### config.mk
export PLATFORM = sky130hd
export DESIGN_NAME = point_in_polygon_test_unit
export DESIGN_NICKNAME = d
export VERILOG_FILES = /design/src/sv/pip_pkg.sv /design/src/sv/pip_vtx_mem.sv /design/src/sv/pip_div.sv /design/src/sv/point_in_polygon_test_unit.sv
export VERILOG_INCLUDE_DIRS = /design/src /design/src/sv
export SDC_FILE = /design/constraint.sdc
export NUM_CORES = 2
export LEC_CHECK = 0
export BUFFER_PORTS_ARGS = -buffer_cell sky130_fd_sc_hd__buf_2
export CAP_MARGIN = 10
export CORE_UTILIZATION = 30
export DETAILED_ROUTE_END_ITERATION = 8
export SKIP_LAST_GASP = 1
export SYNTH_ARGS = -nofsm -noshare
export SYNTH_HDL_FRONTEND = slang
export SYNTH_SLANG_ARGS = --single-unit
### constraint.sdc
create_clock -name clk -period 8.8 [get_ports clk]
set_input_delay 1.76 -clock clk [delete_from_list [all_inputs] [get_ports clk]]
set_output_delay 1.76 -clock clk [all_outputs]
set_load 0.005 [all_outputs]
### src/sv/assert_macros.svh
// Assertion helpers shared by the point-in-polygon RTL.
// Each helper expects a clock named clk and a reset named rst in scope.
`ifndef ASSERT_MACROS_SVH
`define ASSERT_MACROS_SVH

// Property must hold at every clock edge outside reset.
`define PIP_ASSERT(lbl, prop, msg) \
  lbl: assert property (@(posedge clk) disable iff (rst) prop) else $error(msg);

// Condition must never be seen at a clock edge outside reset.
`define PIP_NEVER(lbl, cond, msg) \
  lbl: assert property (@(posedge clk) disable iff (rst) !(cond)) else $error(msg);

`endif

### src/sv/pip_pkg.sv
// ----------------------------------------------------------------------------
// pip_pkg
// Types, codes and default sizes for the point-in-polygon test unit.
// ----------------------------------------------------------------------------
`timescale 1ns / 1ps

package pip_pkg;

  // Default sizing
  localparam int MAX_VERTICES_DEF = 64;
  localparam int COORD_BITS_DEF   = 16;
  localparam int MIN_VERTICES     = 3;

  // Item kinds
  localparam logic [1:0] KIND_CLEAR = 2'd0;
  localparam logic [1:0] KIND_ADD   = 2'd1;
  localparam logic [1:0] KIND_QUERY = 2'd2;

  // Result status codes
  localparam logic [1:0] ST_OK    = 2'd0;
  localparam logic [1:0] ST_DUP   = 2'd1;
  localparam logic [1:0] ST_FULL  = 2'd2;
  localparam logic [1:0] ST_SHORT = 2'd3;

  // Request word
  typedef struct packed {
    logic [1:0]         kind;
    logic signed [15:0] x;
    logic signed [15:0] y;
  } pip_in_t;

  // Response word
  typedef struct packed {
    logic       inside_res;
    logic [1:0] status;
    logic [6:0] vertex_count;
  } pip_out_t;

endpackage

### src/sv/pip_vtx_mem.sv
// ----------------------------------------------------------------------------
// pip_vtx_mem
// Vertex store: one write port, one read port, registered read data.
// ----------------------------------------------------------------------------
`timescale 1ns / 1ps

module pip_vtx_mem #(
  parameter int DEPTH = 64,
  parameter int AW    = 6,
  parameter int DW    = 32
) (
  input  logic          clk,
  input  logic          we,
  input  logic [AW-1:0] waddr,
  input  logic [DW-1:0] wdata,
  input  logic          re,
  input  logic [AW-1:0] raddr,
  output logic [DW-1:0] rdata
);

  logic [DW-1:0] mem [DEPTH];

  // Write port
  always_ff @(posedge clk) begin
    if (we) begin
      mem[waddr] <= wdata;
    end
  end

  // Read port, registered read data
  always_ff @(posedge clk) begin
    if (re) begin
      rdata <= mem[raddr];
    end
  end

endmodule

### src/sv/pip_div.sv
// ----------------------------------------------------------------------------
// pip_div
// Unsigned restoring divider, one quotient bit per cycle.
// ----------------------------------------------------------------------------
`timescale 1ns / 1ps

module pip_div #(
  parameter int CW = 16
) (
  input  logic            clk,
  input  logic            rst,
  input  logic            start,
  input  logic [2*CW-1:0] num,
  input  logic [CW-1:0]   den,
  output logic            done,
  output logic [2*CW-1:0] quo
);

  localparam int NB  = 2 * CW;
  localparam int DCW = $clog2(NB);

  logic [CW-1:0]  rem;
  logic [DCW-1:0] step;
  logic           busy;
  logic [CW:0]    trial;
  logic [CW:0]    diff;

  // Shift in the next numerator bit and try the subtract
  assign trial = {rem, quo[NB-1]};
  assign diff  = trial - {1'b0, den};

  always_ff @(posedge clk) begin
    if (rst) begin
      busy <= 1'b0;
      done <= 1'b0;
    end else begin
      done <= 1'b0;
      if (start) begin
        busy <= 1'b1;
      end else if (busy && step == DCW'(NB - 1)) begin
        busy <= 1'b0;
        done <= 1'b1;
      end
    end
  end

  // Datapath
  always_ff @(posedge clk) begin
    if (start) begin
      rem  <= '0;
      quo  <= num;
      step <= '0;
    end else if (busy) begin
      step <= step + 1'b1;
      if (!diff[CW]) begin
        rem <= diff[CW-1:0];
        quo <= {quo[NB-2:0], 1'b1};
      end else begin
        rem <= trial[CW-1:0];
        quo <= {quo[NB-2:0], 1'b0};
      end
    end
  end

endmodule

### src/sv/point_in_polygon_test_unit.sv
// ----------------------------------------------------------------------------
// point_in_polygon_test_unit
// Vertex table with duplicate check and an even-odd crossing point test.
// ----------------------------------------------------------------------------
//  Channel | Direction | Handshake            | Word
//  req     | in        | req_valid/req_ready  | pip_in_t (kind, x, y)
//  rsp     | out       | rsp_valid/rsp_ready  | pip_out_t (inside_res, status, count)
//
// One item at a time; a clear, unused kind or short query goes straight to the answer.
// An add to a non-empty table scans it through the memory read port for a duplicate.
// A query reads the vertices in turn, then answers; each edge crossing the query
// row adds a multiply, then a division in the divider.
// Reset clears the vertex count and handshake state; the table is not cleared.
// A response waiting on rsp_ready does not stop the next request being taken.
`timescale 1ns / 1ps
`include "assert_macros.svh"

module point_in_polygon_test_unit #(
  parameter int MAX_VERTICES = pip_pkg::MAX_VERTICES_DEF,
  parameter int COORD_BITS   = pip_pkg::COORD_BITS_DEF
) (
  input  logic              clk,
  input  logic              rst,
  input  logic              req_valid,
  output logic              req_ready,
  input  pip_pkg::pip_in_t  req,
  output logic              rsp_valid,
  input  logic              rsp_ready,
  output pip_pkg::pip_out_t rsp
);

  import pip_pkg::*;

  localparam int CW    = COORD_BITS;
  localparam int IDX_W = $clog2(MAX_VERTICES);
  localparam int CNT_W = $clog2(MAX_VERTICES + 1);

  localparam logic [2:0] S_IDLE = 3'd0;
  localparam logic [2:0] S_DUP  = 3'd1;
  localparam logic [2:0] S_QISS = 3'd2;
  localparam logic [2:0] S_QEVL = 3'd3;
  localparam logic [2:0] S_QMUL = 3'd4;
  localparam logic [2:0] S_QDST = 3'd5;
  localparam logic [2:0] S_QDWT = 3'd6;
  localparam logic [2:0] S_FIN  = 3'd7;

  logic [2:0]            state;
  logic [CNT_W-1:0]      cnt;
  logic [1:0]            kind;
  logic signed [CW-1:0]  px, py;
  logic                  dup;
  logic                  parity;
  logic [CNT_W-1:0]      iss;
  logic                  rv, rlast;
  logic [CNT_W-1:0]      qcnt;
  logic signed [CW-1:0]  xj, yj, xe;
  logic [CW-1:0]         am, bm, dm;
  logic                  neg;
  logic [2*CW-1:0]       prod;

  logic                  acc;
  logic signed [31:0]    wx, wy;
  logic                  mem_we, mem_re;
  logic [IDX_W-1:0]      mem_raddr;
  logic [2*CW-1:0]       mem_rdata;
  logic [CNT_W-1:0]      cnt_m1, q_addr;
  logic                  dup_iss;
  logic signed [CW-1:0]  xi, yi;
  logic signed [CW:0]    a_d, b_d, d_d, a_m, b_m, d_m;
  logic                  straddle;
  logic                  div_done;
  logic [2*CW-1:0]       quo;
  logic signed [2*CW:0]  q_s;
  logic signed [2*CW+1:0] sum, px_ext;
  logic                  fire;
  logic                  full;
  logic                  q_last;

  assign acc       = req_valid && req_ready;
  assign req_ready = (state == S_IDLE);
  assign wx        = 32'(req.x);
  assign wy        = 32'(req.y);

  // Table addressing
  assign cnt_m1   = cnt - 1'b1;
  assign q_addr   = (qcnt == '0) ? cnt_m1 : qcnt - 1'b1;
  assign q_last   = (qcnt == cnt);
  assign dup_iss  = (state == S_DUP) && (iss < cnt);
  assign mem_re   = dup_iss || (state == S_QISS);
  assign mem_raddr = (state == S_DUP) ? iss[IDX_W-1:0] : q_addr[IDX_W-1:0];
  assign full     = (cnt >= CNT_W'(MAX_VERTICES));
  assign fire     = (state == S_FIN) && (!rsp_valid || rsp_ready);
  assign mem_we   = fire && (kind == KIND_ADD) && !dup && !full;

  pip_vtx_mem #(
    .DEPTH (MAX_VERTICES),
    .AW    (IDX_W),
    .DW    (2 * CW)
  ) u_mem (
    .clk   (clk),
    .we    (mem_we),
    .waddr (cnt[IDX_W-1:0]),
    .wdata ({px, py}),
    .re    (mem_re),
    .raddr (mem_raddr),
    .rdata (mem_rdata)
  );

  // Edge terms from the vertex just read
  assign xi       = mem_rdata[2*CW-1:CW];
  assign yi       = mem_rdata[CW-1:0];
  assign straddle = (yi > py) != (yj > py);
  assign a_d      = {xj[CW-1], xj} - {xi[CW-1], xi};
  assign b_d      = {py[CW-1], py} - {yi[CW-1], yi};
  assign d_d      = {yj[CW-1], yj} - {yi[CW-1], yi};
  assign a_m      = a_d[CW] ? -a_d : a_d;
  assign b_m      = b_d[CW] ? -b_d : b_d;
  assign d_m      = d_d[CW] ? -d_d : d_d;

  pip_div #(
    .CW (CW)
  ) u_div (
    .clk   (clk),
    .rst   (rst),
    .start (state == S_QDST),
    .num   (prod),
    .den   (dm),
    .done  (div_done),
    .quo   (quo)
  );

  // Crossing x relative to the query point
  assign q_s    = neg ? -$signed({1'b0, quo}) : $signed({1'b0, quo});
  assign sum    = {q_s[2*CW], q_s} + {{(CW+2){xe[CW-1]}}, xe};
  assign px_ext = {{(CW+2){px[CW-1]}}, px};

  // Sequencer
  always_ff @(posedge clk) begin
    if (rst) begin
      state     <= S_IDLE;
      cnt       <= '0;
      rv        <= 1'b0;
      rlast     <= 1'b0;
      rsp_valid <= 1'b0;
    end else begin
      rv    <= dup_iss;
      rlast <= dup_iss && (iss == cnt_m1);
      // Response valid: raised on a finished item, dropped once taken
      if (fire) begin
        rsp_valid <= 1'b1;
      end else if (rsp_ready) begin
        rsp_valid <= 1'b0;
      end
      unique case (state)
        S_IDLE: begin
          if (acc) begin
            if (req.kind == KIND_ADD && cnt != '0) begin
              state <= S_DUP;
            end else if (req.kind == KIND_QUERY && cnt >= CNT_W'(MIN_VERTICES)) begin
              state <= S_QISS;
            end else begin
              state <= S_FIN;
            end
          end
        end
        S_DUP: begin
          if (rv && rlast) begin
            state <= S_FIN;
          end
        end
        S_QISS: state <= S_QEVL;
        S_QEVL: begin
          if (qcnt != '0 && straddle) begin
            state <= S_QMUL;
          end else if (q_last) begin
            state <= S_FIN;
          end else begin
            state <= S_QISS;
          end
        end
        S_QMUL: state <= S_QDST;
        S_QDST: state <= S_QDWT;
        S_QDWT: begin
          if (div_done) begin
            state <= q_last ? S_FIN : S_QISS;
          end
        end
        S_FIN: begin
          if (fire) begin
            state <= S_IDLE;
            if (kind == KIND_CLEAR) begin
              cnt <= '0;
            end else if (mem_we) begin
              cnt <= cnt + 1'b1;
            end
          end
        end
        default: state <= S_IDLE;
      endcase
    end
  end

  // Working registers
  always_ff @(posedge clk) begin
    if (acc) begin
      kind   <= req.kind;
      px     <= wx[CW-1:0];
      py     <= wy[CW-1:0];
      dup    <= 1'b0;
      parity <= 1'b0;
      iss    <= '0;
      qcnt   <= '0;
    end
    if (dup_iss) begin
      iss <= iss + 1'b1;
    end
    if (state == S_DUP && rv && xi == px && yi == py) begin
      dup <= 1'b1;
    end
    if (state == S_QEVL) begin
      xj <= xi;
      yj <= yi;
      xe <= xi;
      am <= a_m[CW-1:0];
      bm <= b_m[CW-1:0];
      dm <= d_m[CW-1:0];
      neg <= a_d[CW] ^ b_d[CW] ^ d_d[CW];
      if (!(qcnt != '0 && straddle) && !q_last) begin
        qcnt <= qcnt + 1'b1;
      end
    end
    if (state == S_QMUL) begin
      prod <= am * bm;
    end
    if (state == S_QDWT && div_done) begin
      if (px_ext < sum) begin
        parity <= !parity;
      end
      if (!q_last) begin
        qcnt <= qcnt + 1'b1;
      end
    end
    if (fire) begin
      rsp.inside_res   <= (kind == KIND_QUERY) && (cnt >= CNT_W'(MIN_VERTICES)) && parity;
      rsp.vertex_count <= (kind == KIND_CLEAR) ? 7'd0 : (mem_we ? 7'(cnt + 1'b1) : 7'(cnt));
      case (kind)
        KIND_ADD:   rsp.status <= dup ? ST_DUP : (full ? ST_FULL : ST_OK);
        KIND_QUERY: rsp.status <= (cnt < CNT_W'(MIN_VERTICES)) ? ST_SHORT : ST_OK;
        default:    rsp.status <= ST_OK;
      endcase
    end
  end

  // Checks
  `PIP_ASSERT(a_cnt_range, cnt <= CNT_W'(MAX_VERTICES), "vertex count beyond table size")
  `PIP_NEVER(a_wr_full, mem_we && full, "write into a full table")
  `PIP_ASSERT(a_div_state, div_done |-> state == S_QDWT, "divider result outside wait state")
  `PIP_ASSERT(a_short_q, (acc && req.kind == KIND_QUERY && cnt < CNT_W'(MIN_VERTICES)) |=> state == S_FIN, "short query did not skip scan")

endmodule

# [Word level (Yosys, flattened, before mapping)]
# Memories as Yosys holds them, arrays and structs flattened. A register that Yosys moved wholly into a read port is not among the register bits.
# Cells that the tools add are included.
[classes] n_addsub=15 multipliers=1 magnitude_cmp=7 n_eq_ne=21 muxes=42 n_bitwise=2 reduce_logical=39
[ops] op="$mux 16" count=4
[ops] op="$mux 32" count=2
[ops] op="$mux 7" count=9
[ops] op="$sub 16x16->17" count=3
[ops] op="$neg 16->16" count=3
[ops] op="$add 33x16->34" count=1
[ops] op="$lt 16x34->1" count=1
[ops] op="$mux 33" count=1
[ops] op="$neg 32->33" count=1
[ops] op="$eq 16x16->1" count=2
[ops] op="$gt 16x16->1" count=2
[ops] op="$mul 16x16->32" count=1
[ops] op="$mux 3" count=8
[ops] op="$pmux 3 s8" count=1
[ops] op="$add 7x1->7 const B" count=3
[ops] op="$logic_and 1x1->1" count=19
[ops] op="$sub 17x16->17" count=1
[ops] op="$eq 7x7->1" count=2
[ops] op="$reduce_bool 7->1" count=2
[ops] op="$eq 3x3->1 const B" count=4
[ops] op="$mux 6" count=2
[ops] op="$mux 1" count=11
[ops] op="$reduce_bool 2->1" count=4
[ops] op="$ge 7x2->1 const B" count=1
[ops] op="25 further kinds" count=39
[totals] reg_bits=241 ram_bits=2048 input_bits=38 output_inout_bits=12 word_cells=155 mem_count=1
[memory_table] name="u_mem.mem" words=64 width=32 rd=1 rd_ports_with_merged_regs=1 write_ports=1 line="pip_vtx_mem.sv:21" text="logic [DW-1:0] mem [DEPTH];"

# [Longest topological paths before layout]
[depth] depth_word=9 ltp_mapped=29 ltp_nobuf=29

# [By module]
# Synthesis repeated with hierarchy kept, for this count alone.
[unflattened] cells_unflattened=6041 hier_area_um2=104435.2
[by_module_without_submodules] module="pip_vtx_mem" n_inst=1 cells_each=3324 area_per_inst_um2=78835.6 seq_area_each_um2=62459.9
[by_module_without_submodules] module="point_in_polygon_test_unit" n_inst=1 cells_each=2414 area_per_inst_um2=22417.8 seq_area_each_um2=5365.1
[by_module_without_submodules] module="pip_div" n_inst=1 cells_each=303 area_per_inst_um2=3181.8 seq_area_each_um2=1421.4

# [Least setup slack after synthesis]
# No wires, ideal clock.
[synth_timing] path_kind="register to register" startpoint="register bm[1]" endpoint="register prod[31], data pin" setup_ps=260 arrival_ps=6388 required_time_ps=8540 slack_ps=2152 stages_incl_launch_ff=25 path_buffers=1 period_less_slack_ps=6648 path_cell_list="edfxtp_1 > clkbuf_1 > and2_1 > fa_1 > inv_1 > fa_1 > inv_1 > fa_1 > fa_1 > fa_1 > inv_1 > fa_1 > inv_1 > ha_1 > and3_1 > and3_1 > a21oi_1 > o311ai_1 > a31o_2 > a2111oi_1 > nor3_1 > a311oi_1 > o21bai_1 > a21oi_1 > xnor2_1"
[synth_via] elab_chain_cells=1
[synth_lines] item="start, declared" line="point_in_polygon_test_unit.sv:57" text="logic [CW-1:0] am, bm, dm;"
[synth_lines] item="start signal, assigned" line="point_in_polygon_test_unit.sv:225" text="bm <= b_m[CW-1:0];"
[synth_lines] item="$mul 16x16->32" line="point_in_polygon_test_unit.sv:233" text="prod <= am * bm;"
[synth_lines] item="end signal, assigned" line="point_in_polygon_test_unit.sv:233"
[synth_lines] item="end, declared" line="point_in_polygon_test_unit.sv:59" text="logic [2*CW-1:0] prod;"
# No other way between the ends.
# A chain may end at the register's enable or synchronous reset.

# [Final worst setup path]
[layout_timing] startpoint="register am[10]" endpoint="register prod[31], data pin"
[layout_via] elab_chain_cells=1
[layout_lines] item="start, declared" line="point_in_polygon_test_unit.sv:57"
[layout_lines] item="start signal, assigned" line="point_in_polygon_test_unit.sv:224" text="am <= a_m[CW-1:0];"
[layout_lines] item="$mul 16x16->32" line="point_in_polygon_test_unit.sv:233"
# No other way between the ends.

==> metrics.txt <==
worst path buffer plus inverter count=4; CP Max Fanout=16; number of setup buffers added after CTS=0; CP Capture Type=flip-flop; die area=351000 um^2; Worst EP required=9.36 ns; Critical Path, Cell by Cell=and2_1, fa_1, inv_1, fa_1, fa_1, inv_1, fa_1, fa_1, inv_1, fa_1, inv_1, ha_1, and3_1, and3_1, a21oi_1, o311ai_1, a31o_2, a2111oi_1, nor3_1, a311oi_1, o21bai_1, a21oi_1, xnor2_1; largest area contributor in the netlist=edfxtp_1; Post-synth top flop=edfxtp_1; most frequent cells in the layout=edfxtp_1, nand2_1, inv_1; I/O pin count=50; DRT iter0 DRCs=7637; first-pass GRT wire length=between 400 and 500 mm; most used cell along the critical path=fa_1; main combinational cell family by area after synthesis=multiplexers; crit start category=flip-flop; TritonCTS Buffers=233; Finish-stage setup viols=0; post-cts sizing count=0; synthesis-to-layout area growth=13.4%; Post-Syn Area per Cell=roughly 15 um^2; Worst Hold Class=reg2reg; share of cells above drive strength 1=0.143; drt total wl=301 mm; synth top area cells=edfxtp_1, mux4_2, fa_1; max-slew violation count=0; GRT overflow=0; chip width=592 um; Clock Latency Late Sink=0.92 ns; drt first pass iters=6; number of synthesized flops with an enable pin=approximately 2300; via count=a little over 60000; mapped cell area=104000 um^2; antenna violations before repair=25; area share of fa/ha/maj cells after synthesis=0.0711; register bit total from synthesis=2321; vias in the first global route=60400; Clk pin slew, worst setup/hold paths=0.06 ns; status=finished clean; final setup TNS=0 ns; register area share after synthesis=0.663; library cells used by synthesis=between 80 and 90; Root Driver=clkbuf_16; period utilization=0.852; Placement Rows=around 220; largest net degree at the start of global routing=97; Yosys Warn Count=0; Syn Nets=7326; post-cts hold buffer count=0; Vias per Instance=5.20; total clock sinks=2321; Initial Util=0.302; CTS tree=built; Compound-Gate Fraction of Synth Area=0.0541; MaxCap Viol Count=0; top cell type's share of synthesized area=0.654; nets=7503; core area=346000 um^2; number of port buffers=49; Max clock buf depth=4; max incr delay on CP=0.62 ns; fmax=roughly 130 MHz; Mapped Cells=around 7000; Setup CP Type=reg2reg; Tmin final=roughly 7.5 ns; die height=592 um; slowest library cell on the worst path=edfxtp_1; post-synthesis xor/xnor area fraction=0.0194; Clock Skew=approximately 0.11 ns; Post-Synth Simple-Gate Area=0.0714; GR Util All Layers=0.168; Final ANT Viol Nets=0; most common cell after layout, fill and taps aside=edfxtp_1; # DRC=0; RSZ-0062 raised after global routing=no; share of synthesized flip-flops with an asynchronous set or reset=0; Tightest Pin Transition=around 1.3 ns; Fillers=32800; post-synthesis mux area share=0.0944; Worst path top cell family by delay=adder cells; wire length per cell=roughly 26 um; relative slew slack=0.128; Final HPWL DP=184 mm; CTS H-tree lvls=4; placer's final routability congestion estimate=0.866; final hold vios=0; Worst Path Arrival=8.06 ns
layout make-up:
| cell class | instances | area (um^2) | area share |
|---|---|---|---|
| Inverter | 360 | 1350 | 0.0114 |
| Tap cell | 4578 | 5730 | 0.0483 |
| Antenna cell | 1 | 2.50 | 0.0000211 |
| Multi-Input combinational cell | 3815 | 33000 | 0.279 |
| Clock inverter | 127 | 1040 | 0.00878 |
| Timing Repair Buffer | 260 | 1980 | 0.0167 |
| Sequential cell | 2321 | 69200 | 0.584 |
| Clock buffer | 283 | 6080 | 0.0513 |
sequential cells by signal, indices dropped and copies added (netlist names), 10 cells and up:
signal / count
dm: 16
rsp: 10
u_div.quo: 32
u_mem.mem: 2048
px: 16
yj: 16
prod: 32
am: 16
u_div.rem: 16
xe: 16
bm: 16
u_mem.rdata: 32
py: 16
through the flow:
step | std cells | setup slack [ns] | instance area (um^2) | hold WS [ns] | util
2_1_floorplan | 6814 | 2.15 | 104000 | 0.426 | -
3_3_place_gp | 11300 | 1.42 | 111000 | 0.434 | 0.322
3_5_place_dp | 11300 | 1.38 | 111000 | 0.444 | 0.322
4_1_cts | 11700 | 1.27 | 118000 | 0.455 | 0.342
5_1_grt | 11700 | 0.942 | 118000 | 0.490 | 0.342
6_report | 11700 | 1.30 | 118000 | 0.456 | 0.342
logic make-up after synthesis:
kind of cell	after synthesis
DFF	2321
buffers and inverters	678
AOI/OAI and AO/OA	852
adders and majority gates	474
muxes	552
and+or+nand+nor	1706
xor gates and xnor gates	231
cell usage after synthesis, types with 36 or more instances:
library cell / count
inv_1: 358
nor2_1: 197
a31oi_1: 111
nand2_1: 1031
xor2_1: 74
mux2i_1: 198
ha_1: 275
and2_1: 122
buf_2: 66
nor3_1: 36
fa_1: 199
clkbuf_1: 190
a21oi_1: 208
dfxtp_1: 45
nand3_1: 128
nand2b_1: 37
mux4_2: 346
a21o_1: 50
xnor2_1: 156
a32oi_1: 135
edfxtp_1: 2276
o21ai_0: 150
worst min-delay path: stages, from the launching register on:
cell     delay [ns]
dfxtp_1        0.32
nand2_1        0.06
nand2_1        0.04
worst paths after layout:
| path | endpoint | from | cells past startpoint | slack (ns) |
|---|---|---|---|---|
| min | dup | dup | 2 | 0.46 |
| min reg2reg | dup | dup | 2 | 0.46 |
| max reg2reg | prod[31] | am[10] | 23 | 1.30 |
| max | prod[31] | am[10] | 23 | 1.30 |
metal layers:
layer,wire (um),GRT usage
met1,126000,0.237
met2,135000,0.259
met3,30500,0.0365
met4,9150,0.0513
met5,114,0
Power is left out: the tool's default activity adds up to more than one toggle a clock period on the data nets, which glitch-free logic cannot reach.
